**config.mk**
```make
export PLATFORM = sky130hd
export DESIGN_NAME = uri_query_percent_decoder_flat
export DESIGN_NICKNAME = d
export VERILOG_FILES = /design/src/hdl/uqpd_pkg.sv /design/src/hdl/uqpd_in_if.sv /design/src/hdl/uqpd_out_if.sv /design/src/hdl/uri_query_percent_decoder.sv /design/src/hdl/uqpd_decode.sv /design/src/hdl/uqpd_result_buf.sv /design/src/flat_wrapper.sv
export SDC_FILE = /design/constraint.sdc
export NUM_CORES = 1
export LEC_CHECK = 0
export CAP_MARGIN = 5
export CORE_UTILIZATION = 45
export CTS_BUF_LIST = sky130_fd_sc_hd__clkbuf_2
export CTS_CLUSTER_SIZE = 16
export DETAILED_ROUTE_END_ITERATION = 8
export DONT_BUFFER_PORTS = 1
export GPL_TIMING_DRIVEN = 0
export SLEW_MARGIN = 40
export SYNTH_ARGS = -nofsm -noshare
export SYNTH_HDL_FRONTEND = slang
export SYNTH_SLANG_ARGS = --single-unit
```
**constraint.sdc**
```tcl
create_clock -name clk -period 6.3 [get_ports clk]
set_input_delay 1.26 -clock clk [delete_from_list [all_inputs] [get_ports clk]]
set_output_delay 1.26 -clock clk [all_outputs]
set_load 0.01 [all_outputs]
```
**src/hdl/uqpd_pkg.sv**
```systemverilog
package uqpd_pkg;

	localparam int unsigned MaxResults = 4;

	typedef enum logic [2:0] {
		KIND_DATA     = 3'd0,
		KIND_PATH_END = 3'd1,
		KIND_KEY_END  = 3'd2,
		KIND_PAIR_END = 3'd3,
		KIND_OK       = 3'd4,
		KIND_ERROR    = 3'd5
	} kind_t;

	localparam logic [1:0] SEG_PATH  = 2'd0;
	localparam logic [1:0] SEG_KEY   = 2'd1;
	localparam logic [1:0] SEG_VALUE = 2'd2;

	localparam logic [1:0] ESC_NONE = 2'd0;
	localparam logic [1:0] ESC_HI   = 2'd1;
	localparam logic [1:0] ESC_LO   = 2'd2;

	localparam logic [7:0] CH_QUESTION = 8'h3F;
	localparam logic [7:0] CH_AMP      = 8'h26;
	localparam logic [7:0] CH_SEMI     = 8'h3B;
	localparam logic [7:0] CH_EQUAL    = 8'h3D;
	localparam logic [7:0] CH_PERCENT  = 8'h25;
	localparam logic [7:0] CH_PLUS     = 8'h2B;
	localparam logic [7:0] CH_SPACE    = 8'h20;

	typedef struct packed {
		kind_t       kind;
		logic [1:0]  segment;
		logic [7:0]  out_byte;
		logic        run_last;
	} result_t;

	typedef struct packed {
		logic [1:0] seg;
		logic [1:0] esc;
		logic [3:0] hi;
		logic       pair_open;
		logic       skip;
	} state_t;

	localparam state_t STATE_RESET = '{
		seg: SEG_PATH, esc: ESC_NONE, hi: 4'd0, pair_open: 1'b0, skip: 1'b0
	};

	typedef struct packed {
		result_t [MaxResults-1:0] res;
		logic [2:0]               cnt;
	} dec_out_t;

	function automatic result_t mk_result(kind_t k, logic [1:0] seg, logic [7:0] b);
		result_t r;
		r.kind     = k;
		r.segment  = seg;
		r.out_byte = b;
		r.run_last = 1'b0;
		return r;
	endfunction

	// Returns {is_hex, nibble}.
	function automatic logic [4:0] hex_digit(logic [7:0] b);
		logic [4:0] r;
		r = 5'd0;
		if (b >= 8'h30 && b <= 8'h39) r = {1'b1, 4'(b - 8'h30)};
		else if (b >= 8'h61 && b <= 8'h66) r = {1'b1, 4'(b - 8'h57)};
		else if (b >= 8'h41 && b <= 8'h46) r = {1'b1, 4'(b - 8'h37)};
		return r;
	endfunction

endpackage

```
**src/hdl/uqpd_in_if.sv**
```systemverilog
interface uqpd_in_if;
	logic       valid;
	logic       ready;
	logic [7:0] uri_byte;
	logic       uri_last;

	modport source (output valid, output uri_byte, output uri_last, input ready);
	modport sink (input valid, input uri_byte, input uri_last, output ready);
endinterface

```
**src/hdl/uqpd_out_if.sv**
```systemverilog
interface uqpd_out_if;
	logic               valid;
	logic               ready;
	uqpd_pkg::kind_t    kind;
	logic [1:0]         segment;
	logic [7:0]         out_byte;
	logic               run_last;

	modport source (output valid, output kind, output segment, output out_byte,
		output run_last, input ready);
	modport sink (input valid, input kind, input segment, input out_byte,
		input run_last, output ready);
endinterface

```
**src/hdl/uri_query_percent_decoder.sv**
```systemverilog
// URI splitter and percent decoder.
// The uri channel takes one raw byte of the request target per transaction, with
// uri_last set on the final byte. The result channel gives decoded data bytes tagged
// with their segment (path, key or value) and boundary markers: path end, key end,
// pair end, and either URI ok or error to close each URI. run_last marks the final
// result caused by one input byte; a byte may cause no result at all.
// A byte accepted into the input register is decoded combinationally and loaded into
// the four-entry result buffer once the buffer is free, where its first result is
// presented. Throughput is one byte per cycle while each byte causes at most one
// result and the receiver is ready; otherwise the next byte waits in the input
// register until the buffer drains to its last entry.
// After an error, the remaining bytes of that URI are accepted and dropped.
// Reset clears the parser state to the start of a URI and empties both registers.
// When the receiver stalls, results hold in the buffer and the input stalls once
// the input register is occupied as well; no transaction is lost.
module uri_query_percent_decoder (
	input  logic       clk,
	input  logic       arst_n,
	uqpd_in_if.sink    uri,
	uqpd_out_if.source result
);

	logic                valid_s1;
	logic [7:0]          byte_s1;
	logic                last_s1;
	uqpd_pkg::state_t    st_q;
	uqpd_pkg::state_t    st_next;
	uqpd_pkg::dec_out_t  dec;
	logic                buf_free;
	logic                fire;

	assign fire      = valid_s1 && buf_free;
	assign uri.ready = !valid_s1 || fire;

	always_ff @(posedge clk or negedge arst_n) begin
		if (!arst_n) begin
			valid_s1 <= 1'b0;
			st_q     <= uqpd_pkg::STATE_RESET;
		end else begin
			if (uri.ready) valid_s1 <= uri.valid;
			if (fire) st_q <= st_next;
		end
	end

	always_ff @(posedge clk) begin
		if (uri.valid && uri.ready) begin
			byte_s1 <= uri.uri_byte;
			last_s1 <= uri.uri_last;
		end
	end

	uqpd_decode u_decode (
		.st   (st_q),
		.b    (byte_s1),
		.last (last_s1),
		.ns   (st_next),
		.dout (dec)
	);

	uqpd_result_buf u_result_buf (
		.clk    (clk),
		.arst_n (arst_n),
		.load   (fire),
		.din    (dec),
		.free   (buf_free),
		.result (result)
	);

endmodule

```
**src/hdl/uqpd_decode.sv**
```systemverilog
module uqpd_decode (
	input  uqpd_pkg::state_t   st,
	input  logic [7:0]         b,
	input  logic               last,
	output uqpd_pkg::state_t   ns,
	output uqpd_pkg::dec_out_t dout
);

	always_comb begin
		logic [2:0] n;
		logic [2:0] lst;
		logic       bad;
		logic [4:0] hx;
		logic [7:0] plain;

		ns = st;
		n = 3'd0;
		lst = 3'd0;
		bad = 1'b0;
		dout = '0;
		hx = uqpd_pkg::hex_digit(b);
		plain = (b == uqpd_pkg::CH_PLUS) ? uqpd_pkg::CH_SPACE : b;

		if (st.skip) begin
			if (last) ns = uqpd_pkg::STATE_RESET;
		end else begin
			if (st.esc != uqpd_pkg::ESC_NONE) begin
				if (!hx[4]) begin
					bad = 1'b1;
				end else if (st.esc == uqpd_pkg::ESC_HI) begin
					ns.hi = hx[3:0];
					ns.esc = uqpd_pkg::ESC_LO;
				end else begin
					dout.res[n[1:0]] = uqpd_pkg::mk_result(uqpd_pkg::KIND_DATA, st.seg,
						{st.hi, hx[3:0]});
					n = n + 3'd1;
					ns.esc = uqpd_pkg::ESC_NONE;
					ns.hi = 4'd0;
				end
			end else if (st.seg == uqpd_pkg::SEG_PATH) begin
				if (b == uqpd_pkg::CH_QUESTION) begin
					dout.res[n[1:0]] = uqpd_pkg::mk_result(uqpd_pkg::KIND_PATH_END, 2'd0, 8'd0);
					n = n + 3'd1;
					ns.seg = uqpd_pkg::SEG_KEY;
					ns.pair_open = 1'b0;
				end else if (b == uqpd_pkg::CH_PERCENT) begin
					ns.esc = uqpd_pkg::ESC_HI;
				end else begin
					dout.res[n[1:0]] = uqpd_pkg::mk_result(uqpd_pkg::KIND_DATA, st.seg, plain);
					n = n + 3'd1;
				end
			end else begin
				if (b == uqpd_pkg::CH_AMP || b == uqpd_pkg::CH_SEMI) begin
					if (ns.pair_open) begin
						if (ns.seg == uqpd_pkg::SEG_KEY) begin
							dout.res[n[1:0]] = uqpd_pkg::mk_result(uqpd_pkg::KIND_KEY_END,
								2'd0, 8'd0);
							n = n + 3'd1;
						end
						dout.res[n[1:0]] = uqpd_pkg::mk_result(uqpd_pkg::KIND_PAIR_END,
							2'd0, 8'd0);
						n = n + 3'd1;
					end
					ns.pair_open = 1'b0;
					ns.seg = uqpd_pkg::SEG_KEY;
				end else if (b == uqpd_pkg::CH_EQUAL && st.seg == uqpd_pkg::SEG_KEY) begin
					dout.res[n[1:0]] = uqpd_pkg::mk_result(uqpd_pkg::KIND_KEY_END, 2'd0, 8'd0);
					n = n + 3'd1;
					ns.seg = uqpd_pkg::SEG_VALUE;
					ns.pair_open = 1'b1;
				end else if (b == uqpd_pkg::CH_PERCENT) begin
					ns.esc = uqpd_pkg::ESC_HI;
					ns.pair_open = 1'b1;
				end else begin
					dout.res[n[1:0]] = uqpd_pkg::mk_result(uqpd_pkg::KIND_DATA, st.seg, plain);
					n = n + 3'd1;
					ns.pair_open = 1'b1;
				end
			end

			// On the last byte, close whatever is still open and report the outcome.
			if (!bad && last) begin
				if (ns.esc != uqpd_pkg::ESC_NONE) begin
					bad = 1'b1;
				end else begin
					if (ns.seg == uqpd_pkg::SEG_PATH) begin
						dout.res[n[1:0]] = uqpd_pkg::mk_result(uqpd_pkg::KIND_PATH_END,
							2'd0, 8'd0);
						n = n + 3'd1;
					end else if (ns.pair_open) begin
						if (ns.seg == uqpd_pkg::SEG_KEY) begin
							dout.res[n[1:0]] = uqpd_pkg::mk_result(uqpd_pkg::KIND_KEY_END,
								2'd0, 8'd0);
							n = n + 3'd1;
						end
						dout.res[n[1:0]] = uqpd_pkg::mk_result(uqpd_pkg::KIND_PAIR_END,
							2'd0, 8'd0);
						n = n + 3'd1;
					end
					dout.res[n[1:0]] = uqpd_pkg::mk_result(uqpd_pkg::KIND_OK, 2'd0, 8'd0);
					n = n + 3'd1;
					ns = uqpd_pkg::STATE_RESET;
				end
			end

			if (bad) begin
				dout.res[n[1:0]] = uqpd_pkg::mk_result(uqpd_pkg::KIND_ERROR, 2'd0, 8'd0);
				n = n + 3'd1;
				ns = uqpd_pkg::STATE_RESET;
				ns.skip = !last;
			end
		end

		if (n != 3'd0) begin
			lst = n - 3'd1;
			dout.res[lst[1:0]].run_last = 1'b1;
		end
		dout.cnt = n;
	end

endmodule

```
**src/hdl/uqpd_result_buf.sv**
```systemverilog
module uqpd_result_buf (
	input  logic               clk,
	input  logic               arst_n,
	input  logic               load,
	input  uqpd_pkg::dec_out_t din,
	output logic               free,
	uqpd_out_if.source         result
);

	uqpd_pkg::result_t [uqpd_pkg::MaxResults-1:0] entries_q;
	logic [2:0] cnt_q;
	logic       pop;

	assign result.valid    = (cnt_q != 3'd0);
	assign pop             = result.valid && result.ready;
	assign free            = (cnt_q == 3'd0) || (cnt_q == 3'd1 && pop);
	assign result.kind     = entries_q[0].kind;
	assign result.segment  = entries_q[0].segment;
	assign result.out_byte = entries_q[0].out_byte;
	assign result.run_last = entries_q[0].run_last;

	always_ff @(posedge clk or negedge arst_n) begin
		if (!arst_n) begin
			cnt_q <= 3'd0;
		end else if (load) begin
			cnt_q <= din.cnt;
		end else if (pop) begin
			cnt_q <= cnt_q - 3'd1;
		end
	end

	// The head entry is always the next transaction; later entries move up on each pop.
	always_ff @(posedge clk) begin
		if (load) begin
			entries_q <= din.res;
		end else if (pop) begin
			for (int i = 0; i < uqpd_pkg::MaxResults - 1; i++) begin
				entries_q[i] <= entries_q[i+1];
			end
		end
	end

	a_load_when_free: assert property (@(posedge clk) disable iff (!arst_n)
		load |-> (cnt_q == 3'd0 || (cnt_q == 3'd1 && pop)))
		else $error("result buffer loaded while holding results");

	a_cnt_range: assert property (@(posedge clk) disable iff (!arst_n)
		cnt_q <= 3'(uqpd_pkg::MaxResults))
		else $error("result count out of range");

	a_run_continues: assert property (@(posedge clk) disable iff (!arst_n)
		pop && !result.run_last |=> cnt_q != 3'd0)
		else $error("run ended without a run_last result");

	a_marker_clean: assert property (@(posedge clk) disable iff (!arst_n)
		result.valid && result.kind != uqpd_pkg::KIND_DATA |->
		result.segment == 2'd0 && result.out_byte == 8'd0)
		else $error("marker carries segment or byte");

	a_data_segment: assert property (@(posedge clk) disable iff (!arst_n)
		result.valid && result.kind == uqpd_pkg::KIND_DATA |-> result.segment != 2'd3)
		else $error("data tagged with unused segment");

endmodule

```
**src/flat_wrapper.sv**
```systemverilog
// flat-port wrapper written by rule: the top's interface ports become plain ports
module uri_query_percent_decoder_flat 
  (clk, arst_n, uri_valid, uri_uri_byte, uri_uri_last, uri_ready, result_valid, result_kind, result_segment, result_out_byte, result_run_last, result_ready);
  uqpd_in_if uri_i ();
  uqpd_out_if result_i ();
  input  logic clk;
  input  logic arst_n;
  input wire logic [$bits(uri_i.valid)-1:0] uri_valid;
  input wire logic [$bits(uri_i.uri_byte)-1:0] uri_uri_byte;
  input wire logic [$bits(uri_i.uri_last)-1:0] uri_uri_last;
  output wire logic [$bits(uri_i.ready)-1:0] uri_ready;
  output wire logic [$bits(result_i.valid)-1:0] result_valid;
  output wire logic [$bits(result_i.kind)-1:0] result_kind;
  output wire logic [$bits(result_i.segment)-1:0] result_segment;
  output wire logic [$bits(result_i.out_byte)-1:0] result_out_byte;
  output wire logic [$bits(result_i.run_last)-1:0] result_run_last;
  input wire logic [$bits(result_i.ready)-1:0] result_ready;
  assign uri_i.valid = uri_valid;
  assign uri_i.uri_byte = uri_uri_byte;
  assign uri_i.uri_last = uri_uri_last;
  assign uri_ready = uri_i.ready;
  assign result_valid = result_i.valid;
  assign result_kind = result_i.kind;
  assign result_segment = result_i.segment;
  assign result_out_byte = result_i.out_byte;
  assign result_run_last = result_i.run_last;
  assign result_i.ready = result_ready;
  uri_query_percent_decoder u_core (.clk(clk), .arst_n(arst_n), .uri(uri_i), .result(result_i));
endmodule
```
==> reports/qor.txt <==
Outcome: finished clean
Setup_tns: 0 ps
IO Port Bufs: 0
Total number of vias: 2,658
Iter 0 DRT Violations: 260
Synth cell types: 74
CP peak stage delay: 580 ps
Avg Vias per Cell: 5.84
Min-delay worst type: input port to asynchronous set/reset pin
Power Density: 379 nW/um^2
RSZ-0062 raised after global routing: no
Final ANT Viol Nets: 0
Syn Inst Count: 348
Most common cell in the netlist: nand2_1
Clock net sink count: 49
Setup Fix Bufs, Post-CTS: 0
Area leader, netlist: edfxtp_1
Tmin final: 5380 ps
Die area: 7940 sq um
First-pass GRT wire length: 12,500 um
Internal power: 0.780 mW
Core Util, Final: 0.493
VDD IR max: 122 uV
Vias in the first global route: 2,422
Synth warn: 0
Sequential cell area fraction in the yosys report: 0.410
Area grow syn2layout: 5.16%
Num CTS Buffers: 5
Critical path buffer and inverter count: 2
Syn_area_per_cell: 9.82 sq um
Clk_lat worst skew: 460 ps
Main area contributors after synthesis: edfxtp_1 31%, dfrtp_1 10%, ha_1 9.2%, nand2_1 4.4%, o21ai_0 3.1%
Mapped Nets: 386
Core area: 7290 sq um
Critical path arrival: 5660 ps
Max-cap violations: 0
Final period util: 0.854
Setup violators final: 0
H-tree depth: 2
Top cells by instance count after synthesis: 40 x nand2_1, 35 x edfxtp_1, 27 x nor2_1
Measured slew at the worst slew-check pin: 693 ps
WP data required: 6580 ps
Starting density of the core: 0.468
Clock buffer depth: 2
Critical setup path kind: flip-flop to flip-flop
DRT Wirelength: 7770 um
Post-cts sizing count: 0
Slowest stage cell on the critical path: edfxtp_1
DR pass1 iterations: 5
Most frequent cell on the critical path: ha_1
Drt drc: 0
Share of post-route cells with drive strength above 1: 0.143
Pins over their slew limit: 0
Worst Setup Start Kind: flip-flop
Clock Skew: 36.6 ps
Slew HR: 0.530
Switching Share: 0.427
Max FO, Critical Path: 8
Leakage power: 1.44 nW
Die Ht: 89.1 um
CTS tree: yes
NumNets Final: 393
Die X: 89.1 um
Clock root buffer: clkbuf_2
Synth Register Bits: 49
Final hold vios: 0
Top cell type's share of synthesized area: 0.308
Antenna Cells: 0
Post-CTS Hold Fix Bufs: 0
Most used DFF post-synth: edfxtp_1
Gate power share: 0.471
Setup crit end kind: flip-flop
P_sw: 0.582 mW
Routability cong.: 0.921
F_max: 186 MHz
DP Wirelength: 5980 um
EDFF count, synth: 35
CP Cell Sequence: ha_1 > o21bai_1 > a31oi_1 > o21ai_1 > o311a_1 > buf_2 > inv_1 > ha_1 > nor2_1 > ha_1 > nor2b_1 > o31a_1 > ha_1 > mux2_4 > ha_1 > a21oi_1 > o21ai_2 > nor3_1
Fraction of registers with async set/reset: 0.286
Row cnt: 31
I/O Pins: 29
CP top delay family: compound AO/OA/AOI/OAI gates
Remaining global-route overflow: 0
Largest net degree at the start of global routing: 23
Part of the power in registers: 0.422
Post-Syn Area: 3420 sq um
Routed wire per std cell: 17.1 um
Clk slew on worst S/H paths: 300 ps
Clock share of power: 0.107
Fillers: 709
Initial antenna violation count: 0
Total global-route track usage: 0.209
-- through the flow --
stage                     worst slack [ps]  power, mW  cell area (sq um)  hold slack, ps  instances
after global placement                1080       1.21               3540             470        447
after CTS                              998       1.37               3590             420        455
final                                  919       1.36               3590             430        455
after global routing                   538       1.46               3590             382        455
after floorplan                       1760       1.07               3420             450        348
after detailed placement              1080       1.22               3540             485        447
-- layout make-up --
class | count | area, sq um | area share
flip-flops and latches | 49 | 1400 | 0.390
well taps | 99 | 124 | 0.0345
multi-input cells | 254 | 1780 | 0.496
inverters | 20 | 75.1 | 0.0209
clock inverters | 3 | 25.0 | 0.00697
clock buffers | 5 | 25.0 | 0.00697
plain buffers | 25 | 159 | 0.0442
-- power by group through the flow --
stage	clock (mW)	sequential, mW	combinational (mW)
after global routing	0.159	0.589	0.716
after CTS	0.148	0.575	0.644
after floorplan	0	0.563	0.507
after detailed placement	0	0.583	0.641
final	0.146	0.575	0.641
after global placement	0	0.580	0.633
-- registers in the layout, indices dropped and copies added (netlist names) --
name	count
u_core.u_result_buf.result.kind	3
u_core.u_result_buf.result.run_last	1
u_core.st_q	10
u_core.u_result_buf.result.segment	2
u_core.last_s1	1
u_core.byte_s1	8
u_core.u_result_buf.entries_q	12
u_core.u_result_buf.result.out_byte	8
u_core.valid_s1	1
u_core.u_result_buf.cnt_q	3
-- final timing paths --
kind	to	startpoint	depth (start not counted)	slack (ps)
min	u_core.st_q[7]$_DFFE_PN0P_	arst_n	0	430
max in group asynchronous	u_core.st_q[1]$_DFFE_PN0P_	arst_n	0	5790
min in group clk	u_core.st_q[3]$_DFFE_PN0P_	u_core.st_q[3]$_DFFE_PN0P_	2	540
max	u_core.u_result_buf.result.segment[0]$_SDFFCE_PP0P_	u_core.byte_s1[0]$_DFFE_PP_	18	920
max reg2reg	u_core.u_result_buf.result.segment[0]$_SDFFCE_PP0P_	u_core.byte_s1[0]$_DFFE_PP_	18	920
min reg2reg	u_core.st_q[3]$_DFFE_PN0P_	u_core.st_q[3]$_DFFE_PN0P_	2	540
-- per-layer routing --
| metal | up-vias | GRT usage | share of wire |
|---|---|---|---|
| li1 | 1296 | - | - |
| met3 | 10 | 0.0249 | 0.049 |
| met5 | - | 0 | 0 |
| met1 | 1267 | 0.313 | 0.51 |
| met2 | 85 | 0.319 | 0.43 |
| met4 | 0 | 0.0563 | 0.012 |
-- cell usage in the layout, fill, tap and decap left out, types with 3 or more instances in the layout --
master,synthesis,final
nor4_1,4,4
o31a_1,3,3
a2bb2oi_1,3,3
ha_1,25,25
dfrtp_1,14,14
o21bai_1,3,3
o21a_1,3,3
o21ai_0,21,21
clkbuf_2,0,5
buf_4,13,13
a22oi_1,8,8
nor3_1,5,5
o22ai_1,4,4
nand3_1,7,7
a31oi_1,5,5
a32o_1,4,4
xnor2_1,5,5
nand2_1,40,39
a21o_1,3,3
o21ai_2,3,3
nor2_1,27,27
edfxtp_1,35,35
clkbuf_1,4,4
buf_2,7,7
o31ai_1,4,4
nand2b_1,4,4
a21oi_1,18,18
inv_1,19,19
-- worst reg2reg max path, stage by stage, from the launching register on --
cell and delay [ps]:
edfxtp_1 580, ha_1 320, o21bai_1 210, a31oi_1 210
o21ai_1 450, o311a_1 270, buf_2 240, inv_1 90
ha_1 320, nor2_1 200, ha_1 260, nor2b_1 130
o31a_1 290, ha_1 290, mux2_4 300, ha_1 200
a21oi_1 330, o21ai_2 220, nor3_1 280
-- cell families after synthesis --
| group | share of synthesized area |
|---|---|
| adder cells (fa/ha/maj) | 0.0916 |
| XOR/XNOR | 0.0179 |
| multiplexers | 0.0117 |
| flip-flops | 0.410 |
| buffers and inverters | 0.0685 |
| AND/OR/NAND/NOR | 0.160 |
| AO/OA/AOI/OAI | 0.240 |
No activity file was read; power rests on OpenSTA's default activity.
